[config.mk]
export PLATFORM = sky130hd
export DESIGN_NAME = fbd_cfg
export DESIGN_NICKNAME = d
export VERILOG_FILES = /design/src/hw/rtl/fbd_pkg.sv /design/src/hw/rtl/fbd_cfg.sv
export SDC_FILE = /design/constraint.sdc
export NUM_CORES = 1
export LEC_CHECK = 0
export ABC_AREA = 1
export BUFFER_PORTS_ARGS = -buffer_cell sky130_fd_sc_hd__buf_2
export CORE_ASPECT_RATIO = 1.2
export CORE_MARGIN = 4
export CORE_UTILIZATION = 45
export CTS_CLUSTER_SIZE = 30
export DETAILED_ROUTE_END_ITERATION = 8
export PLACE_DENSITY = 0.74
export SYNTH_ARGS = -nofsm -noshare
export SYNTH_HDL_FRONTEND = slang
export SYNTH_SLANG_ARGS = --single-unit
[constraint.sdc]
create_clock -name clk -period 2.2 [get_ports clk]
set_input_delay 0.33 -clock clk [delete_from_list [all_inputs] [get_ports clk]]
set_output_delay 0.33 -clock clk [all_outputs]
set_load 0.05 [all_outputs]
[src/hw/rtl/fbd_pkg.sv]
// Shared types and constants of the flow burst detector.
package fbd_pkg;

	localparam int MAX_FLOWS_DEF = 1024;
	localparam int KEY_BITS_DEF  = 32;
	localparam int TIME_BITS_DEF = 48;

	localparam int CFG_ADDR_W = 6;
	localparam int CFG_DATA_W = 64;

	typedef enum logic [2:0] {
		REG_GAP_LIMIT,
		REG_IDLE_TIMEOUT,
		REG_FLUSH_INTERVAL,
		REG_SMOOTHING_WEIGHT,
		REG_FLUSH_ENABLE,
		REG_TABLE_LIMIT
	} reg_idx_t;

	typedef enum logic [1:0] {
		OUT_UPDATED,
		OUT_NEW,
		OUT_RESTARTED,
		OUT_DROPPED
	} outcome_t;

	typedef enum logic [3:0] {
		ST_CLEAR,
		ST_IDLE,
		ST_SCAN,
		ST_DECIDE,
		ST_MUL_LO,
		ST_MUL_HI,
		ST_SUM,
		ST_UPDATE,
		ST_FINISH
	} state_t;

	typedef struct packed {
		logic [47:0] gap_limit;
		logic [47:0] idle_timeout;
		logic [47:0] flush_interval;
		logic [15:0] smoothing_weight;
		logic        flush_enable;
		logic [10:0] table_limit;
	} cfg_t;

endpackage

[src/hw/rtl/fbd_cfg.sv]
// APB configuration registers of the flow burst detector.
module fbd_cfg #(
	parameter int TIME_BITS = fbd_pkg::TIME_BITS_DEF
) (
	input  logic                             clk,
	input  logic                             arst_n,
	input  logic                             psel,
	input  logic                             penable,
	input  logic                             pwrite,
	input  logic [fbd_pkg::CFG_ADDR_W-1:0]   paddr,
	input  logic [fbd_pkg::CFG_DATA_W-1:0]   pwdata,
	output logic [fbd_pkg::CFG_DATA_W-1:0]   prdata,
	output logic                             pready,
	output fbd_pkg::cfg_t                    cfg
);
	import fbd_pkg::*;

	localparam logic [63:0] TMASK64 = {64{1'b1}} >> (64 - TIME_BITS);
	localparam logic [47:0] TMASK   = TMASK64[47:0];

	cfg_t     cfg_q;
	reg_idx_t idx;

	assign idx    = reg_idx_t'(paddr[5:3]);
	assign pready = 1'b1;
	assign cfg    = cfg_q;

	always_ff @(posedge clk or negedge arst_n) begin
		if (!arst_n) begin
			cfg_q.gap_limit        <= 48'd5000000;
			cfg_q.idle_timeout     <= 48'd100000000;
			cfg_q.flush_interval   <= 48'd1000000;
			cfg_q.smoothing_weight <= 16'd58982;
			cfg_q.flush_enable     <= 1'b1;
			cfg_q.table_limit      <= 11'd1024;
		end else if (psel && penable && pwrite) begin
			case (idx)
				REG_GAP_LIMIT:        cfg_q.gap_limit        <= pwdata[47:0] & TMASK;
				REG_IDLE_TIMEOUT:     cfg_q.idle_timeout     <= pwdata[47:0] & TMASK;
				REG_FLUSH_INTERVAL:   cfg_q.flush_interval   <= pwdata[47:0] & TMASK;
				REG_SMOOTHING_WEIGHT: cfg_q.smoothing_weight <= pwdata[15:0];
				REG_FLUSH_ENABLE:     cfg_q.flush_enable     <= pwdata[0];
				REG_TABLE_LIMIT:      cfg_q.table_limit      <= pwdata[10:0];
				default: ;
			endcase
		end
	end

	always_comb begin
		case (idx)
			REG_GAP_LIMIT:        prdata = {16'b0, cfg_q.gap_limit};
			REG_IDLE_TIMEOUT:     prdata = {16'b0, cfg_q.idle_timeout};
			REG_FLUSH_INTERVAL:   prdata = {16'b0, cfg_q.flush_interval};
			REG_SMOOTHING_WEIGHT: prdata = {48'b0, cfg_q.smoothing_weight};
			REG_FLUSH_ENABLE:     prdata = {63'b0, cfg_q.flush_enable};
			REG_TABLE_LIMIT:      prdata = {53'b0, cfg_q.table_limit};
			default:              prdata = '0;
		endcase
	end

endmodule

==> results.tsv <==
stage	metric	value	unit
synth	synth_cell_types	26	
synth	synth_fa_ha_area_share	0	%
floorplanning	die_h	157	um
run_status	status	finished clean	
synth	ys_seq_area_share	52.2	%
synth	synth_compound_area_share	13.3	%
cells_and_area	syn_to_final_growth	26.3	%
power_and_ir_drop	p_per_area	1130	nW/um^2
clock_tree	clk_latency	410	ps
floorplanning	die_w	132	um
placement	gp_congestion	0.822	
clock_tree	cts_num_sinks	172	
synth	synthCells	997	
timing	fin_crit_sh	93.9	%
synth	async_flop_share	100	%
power_and_ir_drop	leakage	5.82	nW
floorplanning	ios	312	
grt	antenna_found_initial	1	
floorplanning	start_util	45.8	%
cells_and_area	nNetsFinal	1339	
clock_tree	clock_path_buffers	2	
timing	finClkSkew	0	ps
timing	worst_slew_pin_slew	557	ps
setup_path	r2r_start	cfg[10]	
cells_and_area	drive_gt1_share	36.9	%
route	num_vias	7640	
synth	ys.flop_type	dfrtp_1	
power_and_ir_drop	vdd_ir_drop_max	0.701	mV
synth	yosys.area_share.xor_xnor	0	%
floorplanning	placementRows	54	
floorplanning	dieArea	20800	um^2
clock_tree	cts_tree	done	
setup_path	start_kind	input port	
route	route.detailed.drc	0	
clock_tree	root_buffer	clkbuf_16	
synth	yosys_warnings	0	
route	wl_per_cell	16.6	um
min_path	worstHoldPathCells	3	
clock_tree	path_clk_slew	70	ps
synth	syn_area_per_cell	8.36	um^2
route	drt_first_pass_iters	6	
timing	min_period	2060	ps
min_path	worstHoldStart	pwdata[44]	
route	drtIter0Drc	495	
setup_path	setup.worst_path.class	in2out	
setup_path	arrival	1730	ps
cells_and_area	fillerInstances	1626	
placement	dpl.hpwl	17.6	mm
timing	setup_tns	0	ps
setup_path	worstPathMaxFanout	33	
setup_path	end_kind	output pin	
timing	finalMaxSlewViolations	0	
timing	slew_headroom	62.9	%
clock_tree	cts_buffers	17	
synth	synthMuxAreaShare	0	%
setup_path	reg2reg_depth	2	
run	maxCapViolCount	0	
synth	synth_top_family_by_area	simple AND/OR/NAND/NOR gates	
setup_path	reg2reg_to	cfg[10]	
floorplanning	core_area	18200	um^2
timing	hold_viol_final	0	
grt	grt_usage	23.8	%
placement	port_buffers	275	
grt	grt_pass1_wl	39.8	mm
route	ant_nets	0	
timing	holdWs	119	ps
synth	synth_simple_gate_area_share	24.0	%
synth	netlist_area	8330	um^2
min_path	min_to	cfg[168]	
synth	synth_edf_count	0	
clock_tree	cts_max_level	4	
clock_tree	post_cts_resized	0	
route	viasPerCell	5.09	
min_path	hp-class	in2reg	
cells_and_area	utilization	57.9	%
setup_path	r2r_slack	1400	ps
timing	setup_viol_count_final	0	
grt	grt_max_degree	53	
grt	grt_pass1_vias	7523	
timing	rsz0062_at_grt	no	
synth	ys_ff_latch	172	
grt	overflow	0	
cells_and_area	largest_reg_flops	172	
setup_path	required	1870	ps
timing	max_freq	484	MHz
route	wirelength	25.0	mm
placed cells by master, fill, tap and decap left out, types with 17 or more instances in the layout:
cell type / Yosys / layout
buf_4: 22 / 25
nand2_1: 309 / 309
nor2_1: 38 / 37
dfstp_2: 38 / 38
nand3_1: 51 / 50
inv_1: 88 / 88
o21ai_0: 70 / 70
nand2_2: 41 / 40
dfrtp_1: 134 / 134
buf_2: 29 / 274
clkbuf_16: 0 / 17
conb_1: 2 / 17
o21ai_1: 68 / 68
o21ai_2: 40 / 40
worst max-delay path, cell delays in order:
cell	delay, ps
buf_2	160
inv_2	190
nand3_4	180
inv_4	380
nand2_1	100
nand3_1	90
buf_2	280
layout make-up:
class                      instances  area, um^2  share of cell area (%)
multi-input combinational        671        3190                    30.3
sequential                       172        4350                    41.3
inverter                          91         344                    3.27
tap                              224         280                    2.66
timing repair buffer             311        1780                    16.9
clock buffer                      23         488                    4.64
antenna                            1        2.50                  0.0238
clock inverter                     9        87.6                   0.832
where the power goes:
part | leakage, nW | total [mW] | internal [mW] | switching [mW]
logic | 3.42 | 4.55 | 0.942 | 3.60
clock network | 0.284 | 2.92 | 1.69 | 1.23
registers | 2.11 | 4.39 | 3.88 | 0.510
cells by family after synthesis:
| group | Yosys count |
|---|---|
| compound gates | 192 |
| buf+inv | 169 |
| flops | 172 |
| other cells | 2 |
| simple gates | 462 |
routing by layer:
metal	global-route usage [%]	wire length, um	part of all wire [%]	up-vias
li1	-	-	-	3668
met1	31.0	10700	43	3652
met2	39.8	12100	49	286
met3	5.08	1550	6.2	34
met4	8.51	548	2.2	0
met5	0	0	0	-
Yosys cell counts, types with 2 or more instances:
cell type	number	area, um^2
clkbuf_1	17	63.8
o21ai_1	68	340
buf_2	29	145
dfstp_2	38	998
dfrtp_1	134	3350
buf_4	22	165
nand2_1	309	1160
buf_12	5	100
o21ai_0	70	350
nand3_1	51	255
inv_1	88	330
buf_1	2	7.51
nor2_1	38	143
nand2_2	41	257
conb_1	2	7.51
nand4_1	16	100
nand2_4	2	22.5
buf_6	3	33.8
a21oi_1	14	70.1
o21ai_2	40	350
nor2_4	2	22.5
inv_2	2	7.51
repair_timing:
item | CTS | global route
hold endpoints to repair | 34 | 0
endpoints found under the setup margin | 0 | 0
hold buffers | 1 | 0
buffers inserted | 0 | 0
through the flow:
step	std cells	cell area [um^2]	setup WS [ps]	power (mW)
6_report	1502	10500	135	11.8
2_1_floorplan	1012	8390	324	7.78
3_5_place_dp	1468	9940	13.2	9.00
4_1_cts	1501	10500	137	11.9
5_1_grt	1502	10500	18.1	12.4
3_3_place_gp	1468	9940	59.1	8.92
worst max path at each step:
stage                       to  cells after the start     start
floorplan           prdata[39]                      7  paddr[4]
global placement      cfg[103]                      8  paddr[4]
detailed placement    cfg[103]                      8  paddr[4]
CTS                 prdata[29]                      7  paddr[4]
global route        prdata[36]                      7  paddr[4]
finish              prdata[29]                      7  paddr[4]
No activity file was read; power rests on OpenSTA's default activity.
