### src/hw/rtl/fbd_ram.sv
// Generic simple dual-port RAM with registered read.
module fbd_ram #(
	parameter int WIDTH = 8,
	parameter int DEPTH = 16,
	localparam int AW = (DEPTH > 1) ? $clog2(DEPTH) : 1
) (
	input  logic             clk,
	input  logic             we,
	input  logic [AW-1:0]    waddr,
	input  logic [WIDTH-1:0] wdata,
	input  logic [AW-1:0]    raddr,
	output logic [WIDTH-1:0] rdata
);

	logic [WIDTH-1:0] mem [DEPTH];

	always_ff @(posedge clk) begin
		if (we) begin
			mem[waddr] <= wdata;
		end
		rdata <= mem[raddr];
	end

endmodule

### config.mk
export PLATFORM = sky130hd
export DESIGN_NAME = fbd_ram
export DESIGN_NICKNAME = d
export VERILOG_FILES = /design/src/hw/rtl/fbd_ram.sv
export SDC_FILE = /design/constraint.sdc
export NUM_CORES = 1
export LEC_CHECK = 0
export ABC_AREA = 0
export BUFFER_PORTS_ARGS = -buffer_cell sky130_fd_sc_hd__buf_4
export CORE_UTILIZATION = 40
export CTS_BUF_LIST = sky130_fd_sc_hd__clkbuf_8 sky130_fd_sc_hd__clkbuf_16
export DETAILED_ROUTE_END_ITERATION = 10
export PLACE_DENSITY = 0.57
export SYNTH_ARGS = -nofsm -noshare
export SYNTH_HDL_FRONTEND = slang
export SYNTH_SLANG_ARGS = --single-unit
### constraint.sdc
create_clock -name clk -period 5.29 [get_ports clk]
set_input_delay 0.7935 -clock clk [delete_from_list [all_inputs] [get_ports clk]]
set_output_delay 0.7935 -clock clk [all_outputs]
set_load 0.03 [all_outputs]
==> summary.md, run 1 <==
| Metric | Value |
|---|---|
| Sink count of the clock tree | 136 |
| Endpoint of the lowest-slack register-to-register path | rdata[3] |
| Hold buffer count at CTS | 0 |
| Drt initial violations | 154 |
| Critical Path Source Type | input port |
| Starting Density | 41.0% |
| Area of the die | 0.0133 mm2 |
| Count of TritonRoute iterations in the first routing pass | 4 |
| Number of global-route vias before repair | 2442 |
| Critical Setup Path Class | input port to flip-flop |
| Final Hold Vio Count | 0 |
| Post-placement worst setup slack | around 2.5 ns |
| Layout cells sized above 1 | 26.6% |
| Final-layout worst hold slack | 0.663 ns |
| Standard-cell rows | 41 |
| Clock-pin slew on the worst setup and hold paths | 0.05 ns |
| Setup TNS | 0 ns |
| Total congestion overflow after global routing | 0 |
| Outcome | completed |
| Buffers & Inverters on Critical Path | 1 |
| Area growth from synthesis to layout | 19.2% |
| Average instance area after synthesis | 22.5 um2 |
| Number of antenna violations at the first check in global routing | 0 |
| Number of CTS-inserted buffers | 17 |
| Startpoint of the tightest hold check path | mem[15][3] |
| Hold Crit Depth | 3 |
| Main synth FF type | edfxtp_1 |
| Setup repair bufs after CTS | 0 |
| Length in cells of the worst reg-to-reg path | 3 |
| Net Count, Synth | about 250 |
| Post-cts gate resize count | 0 |
| Synth area leaders | edfxtp_1 (75%), mux4_2 (7.9%), mux4_1 (7.1%) |
| Max-slew headroom | approximately 21% |
| Syn. warnings | 0 |
| Placer Congestion | 0.748 |
| Skew-Pair Late Insertion Delay | 0.41 ns |
| Arrival time at the worst endpoint | 2.33 ns |
| TritonCTS clock tree | built |
| Required @ worst endpoint | around 5.3 ns |
| Min Clock Period, post-route | 2.30 ns |
| Power per cell area | 429 mW/mm2 |
| Cell leakage power | between 2 and 2.5 nW |
| Reg2reg start | mem[0][3] |
| Via count normalized by instance count | ~5.3 |
| Async set-reset flop share out of synthesis | 0% |
| Fill cell count | around 1000 |
| Final #Nets | approximately 280 |
| Peak Freq | 434 MHz |
| Wire per inst | 22.2 um |
| Boundary Pins | 26 |
| Detailed-placement wirelength estimate | 5960 um |
| Root Buffer Master | clkbuf_16 |
| Maximum net fanout on the critical path | 8 |
| Standard cell with the maximum stage delay on the critical path | nor3_1 |
| Setup skew after layout | 0.00773 ns |
| Crit-path cells | buf_4 -> or3b_2 -> nor3_1 |
| Via Count | 2368 |
| H-Tree Level Count | 4 |
| Final Core Density | between 40 and 50% |
| Antenna viol nets, final | 0 |
| Max VDD drop | 0.210 mV |
| Transition time of the tightest slew-check pin | 1.17 ns |
| Count of port buffers added during placement | 25 |
| Final Max Slew Viols | 0 |
| Power Total | about 2.6 mW |
| Diode count | 0 |
| Final period util | 43.5% |
| Pin count of the biggest net entering global routing | 33 |
| Type of element capturing the critical path | flip-flop |
| Fraction of synthesized cell area taken by the top area cell type | 74.7% |
| Max-capacitance violation count | 0 |
| Final setup violation count | 0 |
| Die width | 115 um |
| End of the worst hold path | rdata[3] |
| Register bit total from synthesis | 136 |
| Area of the core | ~0.013 mm2 |
| Share of synthesized area occupied by flip-flops and latches | just under 80% |
| Unrepaired setup endpoints after global routing | false |
| Category of cells accounting for the largest share of critical-path delay | simple AND/OR/NAND/NOR gates |
| Count of different cell masters after synthesis | 19 |
| Synthesized area | 0.00515 mm2 |
| Class of the tightest hold or removal check | flip-flop to flip-flop |
| Drt drc | 0 |
| First-pass GRT wire length | 15300 um |
| Register-to-register setup slack | 3.81 ns |
| CP max stage delay | 0.91 ns |
| Detailed Route WL | 10000 um |
| Top cell type by total area after synthesis | edfxtp_1 |
| Post-synth EDFFs | 128 |
| Bufs on Longest Clock Path | 2 |
| Gate count after technology mapping | 229 |
| Crit path setup slack, layout | 2.99 ns |
| GRT Resource Usage Total | 17.0% |
| Y dimension of the die | 115 um |
[placed cells by master, fill, tap and decap left out, types with 2 or more instances in the layout]
cell type / count
edfxtp_1: 128
a22oi_1: 16
bufinv_16: 6
clkbuf_16: 17
clkinv_2: 3
buf_4: 27
nand2b_1: 2
nand3b_1: 2
mux4_2: 18
nor3_1: 3
mux4_1: 14
inv_1: 4
nand2_1: 9
dfxtp_1: 8
nor2_1: 13
[metrics by stage]
step / std cells / cell area, um2
after floorplan: 229 / 5150
after global placement: 418 / 5480
after detailed placement: 418 / 5480
after CTS: 450 / 6140
after global routing: 450 / 6140
final: 450 / 6140
[kinds of logic after synthesis]
logic type | count (synthesis) | share of synthesized area, %
buffers and inverters | 10 | 1.68
flip-flops | 136 | 77.8
multiplexers | 32 | 15.0
AND/OR/NAND/NOR | 35 | 3.18
AO/OA/AOI/OAI | 16 | 2.33
[worst register-to-register path, delay by kind of cell, from the launching register on]
family	cells	cell delay [ns]
AO/OA/AOI/OAI	1	0.36
flip-flops	1	0.40
multiplexers	1	0.50
AND/OR/NAND/NOR	1	0.09
[sequential cells by signal, indices dropped and copies added (netlist names)]
register,count
mem,128
rdata,8
[layout make-up]
| type | count | area [um2] | area share [%] |
|---|---|---|---|
| sequential | 136 | 4000 | 65.2 |
| multi-input combinational | 83 | 1060 | 17.3 |
| tap | 172 | 215 | 3.51 |
| timing repair buffer | 27 | 203 | 3.30 |
| clock buffer | 18 | 439 | 7.16 |
| clock inverter | 14 | 214 | 3.49 |
[synthesized netlist by cell type (all sizes together) (2+ instances only)]
cell	count
nand2b	2
nand2	9
clkdlybuf4s25	3
nand3b	2
mux4	32
dfxtp	8
buf	7
nor2	13
nor3	4
edfxtp	128
a22oi	16
[where the power goes]
group / switching, mW / internal (mW) / total, mW / leakage (nW)
Clock: 0.412 / 0.885 / 1.30 / 0.336
Sequential: 0.00620 / 1.21 / 1.21 / 1.22
Combinational: 0.0762 / 0.0507 / 0.127 / 0.502
[layer usage]
layer  track usage, %  up-vias  wire, um
met5                0        -         0
li1                 -     1055         -
met1             23.8     1220      4450
met4             6.23        0       146
met2             25.7       81      4820
met3             4.76       12       584
[worst max-delay path by stage]
stage | start | to | slack, ns | depth (start not counted)
6_report | waddr[2] | mem[0][2] | 2.99 | 3
5_1_grt | waddr[2] | mem[0][4] | 2.96 | 3
4_1_cts | waddr[2] | mem[0][6] | 2.99 | 3
3_5_place_dp | waddr[2] | mem[0][2] | 2.53 | 3
3_3_place_gp | waddr[2] | mem[0][1] | 2.66 | 3
2_1_floorplan | waddr[2] | mem[0][0] | 3.00 | 2
(Power assumes the default switching activity.)
==> run 2, diff against run 1 <==
- ABC_AREA: 0 -> 1
- PLACE_DENSITY: 0.57 -> 0.59
- clock period: 5.29 -> 1.9 ns (I/O delays scaled with it)
==> summary.md, run 2 <==
| Metric | Value |
|---|---|
| Setup repair bufs after CTS | 0 |
| Final Hold Vio Count | 0 |
| Hold Crit Depth | 3 |
| Register with the highest flop count | mem |
| Standard-cell rows | 43 |
| Power dissipated by switching net loads | 1.51 mW |
| Die width | ~120 um |
| Number of CTS-inserted buffers | 17 |
| Number of antenna violations at the first check in global routing | 0 |
| Arrival time at the worst endpoint | 0.97 ns |
| Total congestion overflow after global routing | 0 |
| TritonCTS clock tree | built |
| Transition time of the tightest slew-check pin | approximately 0.63 ns |
| Setup skew after layout | 0.00776 ns |
| Min Clock Period, post-route | 1.25 ns |
| Startpoint of the tightest hold check path | raddr[3] |
| Portion of total power attributed to sequential cells | 47.5% |
| Type of element capturing the critical path | output port |
| Synth area leaders | edfxtp_1 (67%), nand2_1 (11%), nand3_1 (8.4%) |
| Length in cells of the worst reg-to-reg path | 6 |
| Fraction of synthesized cell area taken by the top area cell type | 66.7% |
| Power Total | approximately 7.1 mW |
| Detailed-placement wirelength estimate | approximately 8000 um |
| Clock-pin slew on the worst setup and hold paths | roughly 0.060 ns |
| Final period util | 66.0% |
| Peak Freq | 797 MHz |
| Syn. warnings | 0 |
| Detailed Route WL | roughly 13000 um |
| Sink count of the clock tree | 136 |
| Area growth from synthesis to layout | 17.6% |
| Count of different cell masters after synthesis | 12 |
| Bufs on Longest Clock Path | 2 |
| Register-to-register setup slack | about 0.85 ns |
| Placer Congestion | 0.810 |
| Most common cell after layout, fill and taps aside | nand2_1 |
| Endpoint of the lowest-slack register-to-register path | rdata[7] |
| End of the worst hold path | rdata[0] |
| Average instance area after synthesis | 10.5 um2 |
| Final Max Slew Viols | 0 |
| Outcome | completed |
| Via count normalized by instance count | 4.83 |
| Synthesized area | 0.00577 mm2 |
| Most frequent cell after synthesis | nand2_1 |
| Setup TNS | 0 ns |
| Area of the die | between 0.01 and 0.015 mm2 |
| Top cell type by total area after synthesis | edfxtp_1 |
| Starting Density | 41.2% |
| Maximum net fanout on the critical path | 1 |
| Register bit total from synthesis | 136 |
| Boundary Pins | 26 |
| Drt initial violations | ~440 |
| Net Count, Synth | 569 |
| Crit-path cells | buf_4 |
| Reg2reg start | mem[3][7] |
| Switching fraction of total power | 21.2% |
| Unrepaired setup endpoints after global routing | false |
| Post-synth EDFFs | 128 |
| Main synth FF type | edfxtp_1 |
| Post-cts gate resize count | 0 |
| Clock share of power | 45.9% |
| Combinational share of power | 6.6% |
| Class of the tightest hold or removal check | input port to flip-flop |
| Number of stages on the worst setup path | 1 |
| Share of synthesized area occupied by flip-flops and latches | 69.4% |
| Max-slew headroom | 58.0% |
| Diode count | 0 |
| Area of the core | roughly 0.014 mm2 |
| Final setup violation count | 0 |
| Count of port buffers added during placement | 25 |
| Internal Power | 5.60 mW |
| Buffers & Inverters on Critical Path | 1 |
| Max-capacitance violation count | 0 |
| Wire per inst | 16.5 um |
| Max VDD drop | 0.572 mV |
| CP max stage delay | 0.37 ns |
| GRT Resource Usage Total | roughly 19% |
| Via Count | roughly 3800 |
| Async set-reset flop share out of synthesis | 0% |
| Hold buffer count at CTS | 0 |
| Number of flip-flops in the largest register | 128 |
| Y dimension of the die | between 100 and 150 um |
| H-Tree Level Count | 4 |
| Critical Path Source Type | flip-flop |
| Final #Nets | roughly 600 |
| First-pass GRT wire length | ~20000 um |
| Gate count after technology mapping | 551 |
| Critical Setup Path Class | flip-flop to output port |
| Number of global-route vias before repair | 3692 |
| Layout cells sized above 1 | 12.7% |
| Top flop regs | mem x128, rdata x8 |
| Skew-Pair Late Insertion Delay | between 0.4 and 0.5 ns |
| Required @ worst endpoint | ~1.6 ns |
| Root Buffer Master | clkbuf_16 |
| Drt drc | 0 |
| Power per cell area | 1050 mW/mm2 |
| Cell leakage power | 2.96 nW |
| Standard cell with the maximum stage delay on the critical path | dfxtp_1 |
| Antenna viol nets, final | 0 |
| Pin count of the biggest net entering global routing | 38 |
| Most common library cells after synthesis | nand2_1 (173), edfxtp_1 (128), inv_1 (100), nand3_1 (97), nor2_1 (17) |
| Category of cells accounting for the largest share of critical-path delay | flip-flops |
| Count of TritonRoute iterations in the first routing pass | 5 |
| Commonest non-fill, non-tap cells in the layout | nand2_1 (173), edfxtp_1 (128), inv_1 (104) |
[run 2: cell count changes after synthesis, moves of 4 or more]
cell | before | now
mux4_1 | 14 | 0
buf_2 | 3 | 13
nand2_1 | 9 | 173
nand3_1 | 1 | 97
nor3_1 | 4 | 0
inv_1 | 0 | 100
mux4_2 | 18 | 0
nor2_1 | 13 | 17
a22oi_1 | 16 | 0
[run 2: power by group through the flow]
stage	combinational (mW)	sequential (mW)	clock [mW]
5_1_grt	0.516	3.38	3.40
2_1_floorplan	0.237	3.47	0
3_5_place_dp	0.467	3.44	0
6_report	0.466	3.38	3.26
3_3_place_gp	0.462	3.44	0
4_1_cts	0.470	3.38	3.29
[run 2: worst min-delay path: stages]
cell	delay, ns
buf_4	0.16
nand3_1	0.09
nand2_1	0.05
[run 2: layer usage]
metal / vias to the layer above / global-route usage [%] / wire length, um
met5: - / 0 / 0
met4: 0 / 8.92 / 324
met3: 23 / 4.45 / 826
met2: 127 / 30.7 / 6290
met1: 1792 / 24.7 / 5550
li1: 1853 / - / -
[run 2: final cells by class]
cell class,count,area (um2)
inverters,102,383
flip-flops and latches,136,4000
repair buffers,47,365
well taps,180,225
multi-input cells,289,1210
clock buffers,19,453
clock inverters,13,140
fillers,1270,7200
[run 2: worst max path at each step]
| stage | from | end |
|---|---|---|
| detailed placement | waddr[3] | mem[5][6] |
| floorplan | waddr[2] | mem[10][0] |
| global route | rdata[6] | rdata[6] |
| finish | rdata[6] | rdata[6] |
| CTS | rdata[1] | rdata[1] |
| global placement | raddr[2] | rdata[1] |
[run 2: cell families (layout without fill, tap and decap cells)]
| kind of cell | Yosys count | count (layout) | synth area share (%) |
|---|---|---|---|
| buf+inv | 126 | 181 | 9.52 |
| flops | 136 | 136 | 69.4 |
| simple gates | 289 | 289 | 21.0 |
[run 2: per-stage QoR]
stage	util (%)	setup slack [ns]	hold WS (ns)	std cells	instance area, um2
final	48.5	0.646	0.205	786	6780
after global routing	48.5	0.622	0.215	786	6780
after CTS	48.5	0.625	0.198	786	6780
after detailed placement	44.3	0.394	0.625	754	6190
after global placement	44.3	0.417	0.622	754	6190
after floorplan	-	0.664	0.384	551	5770
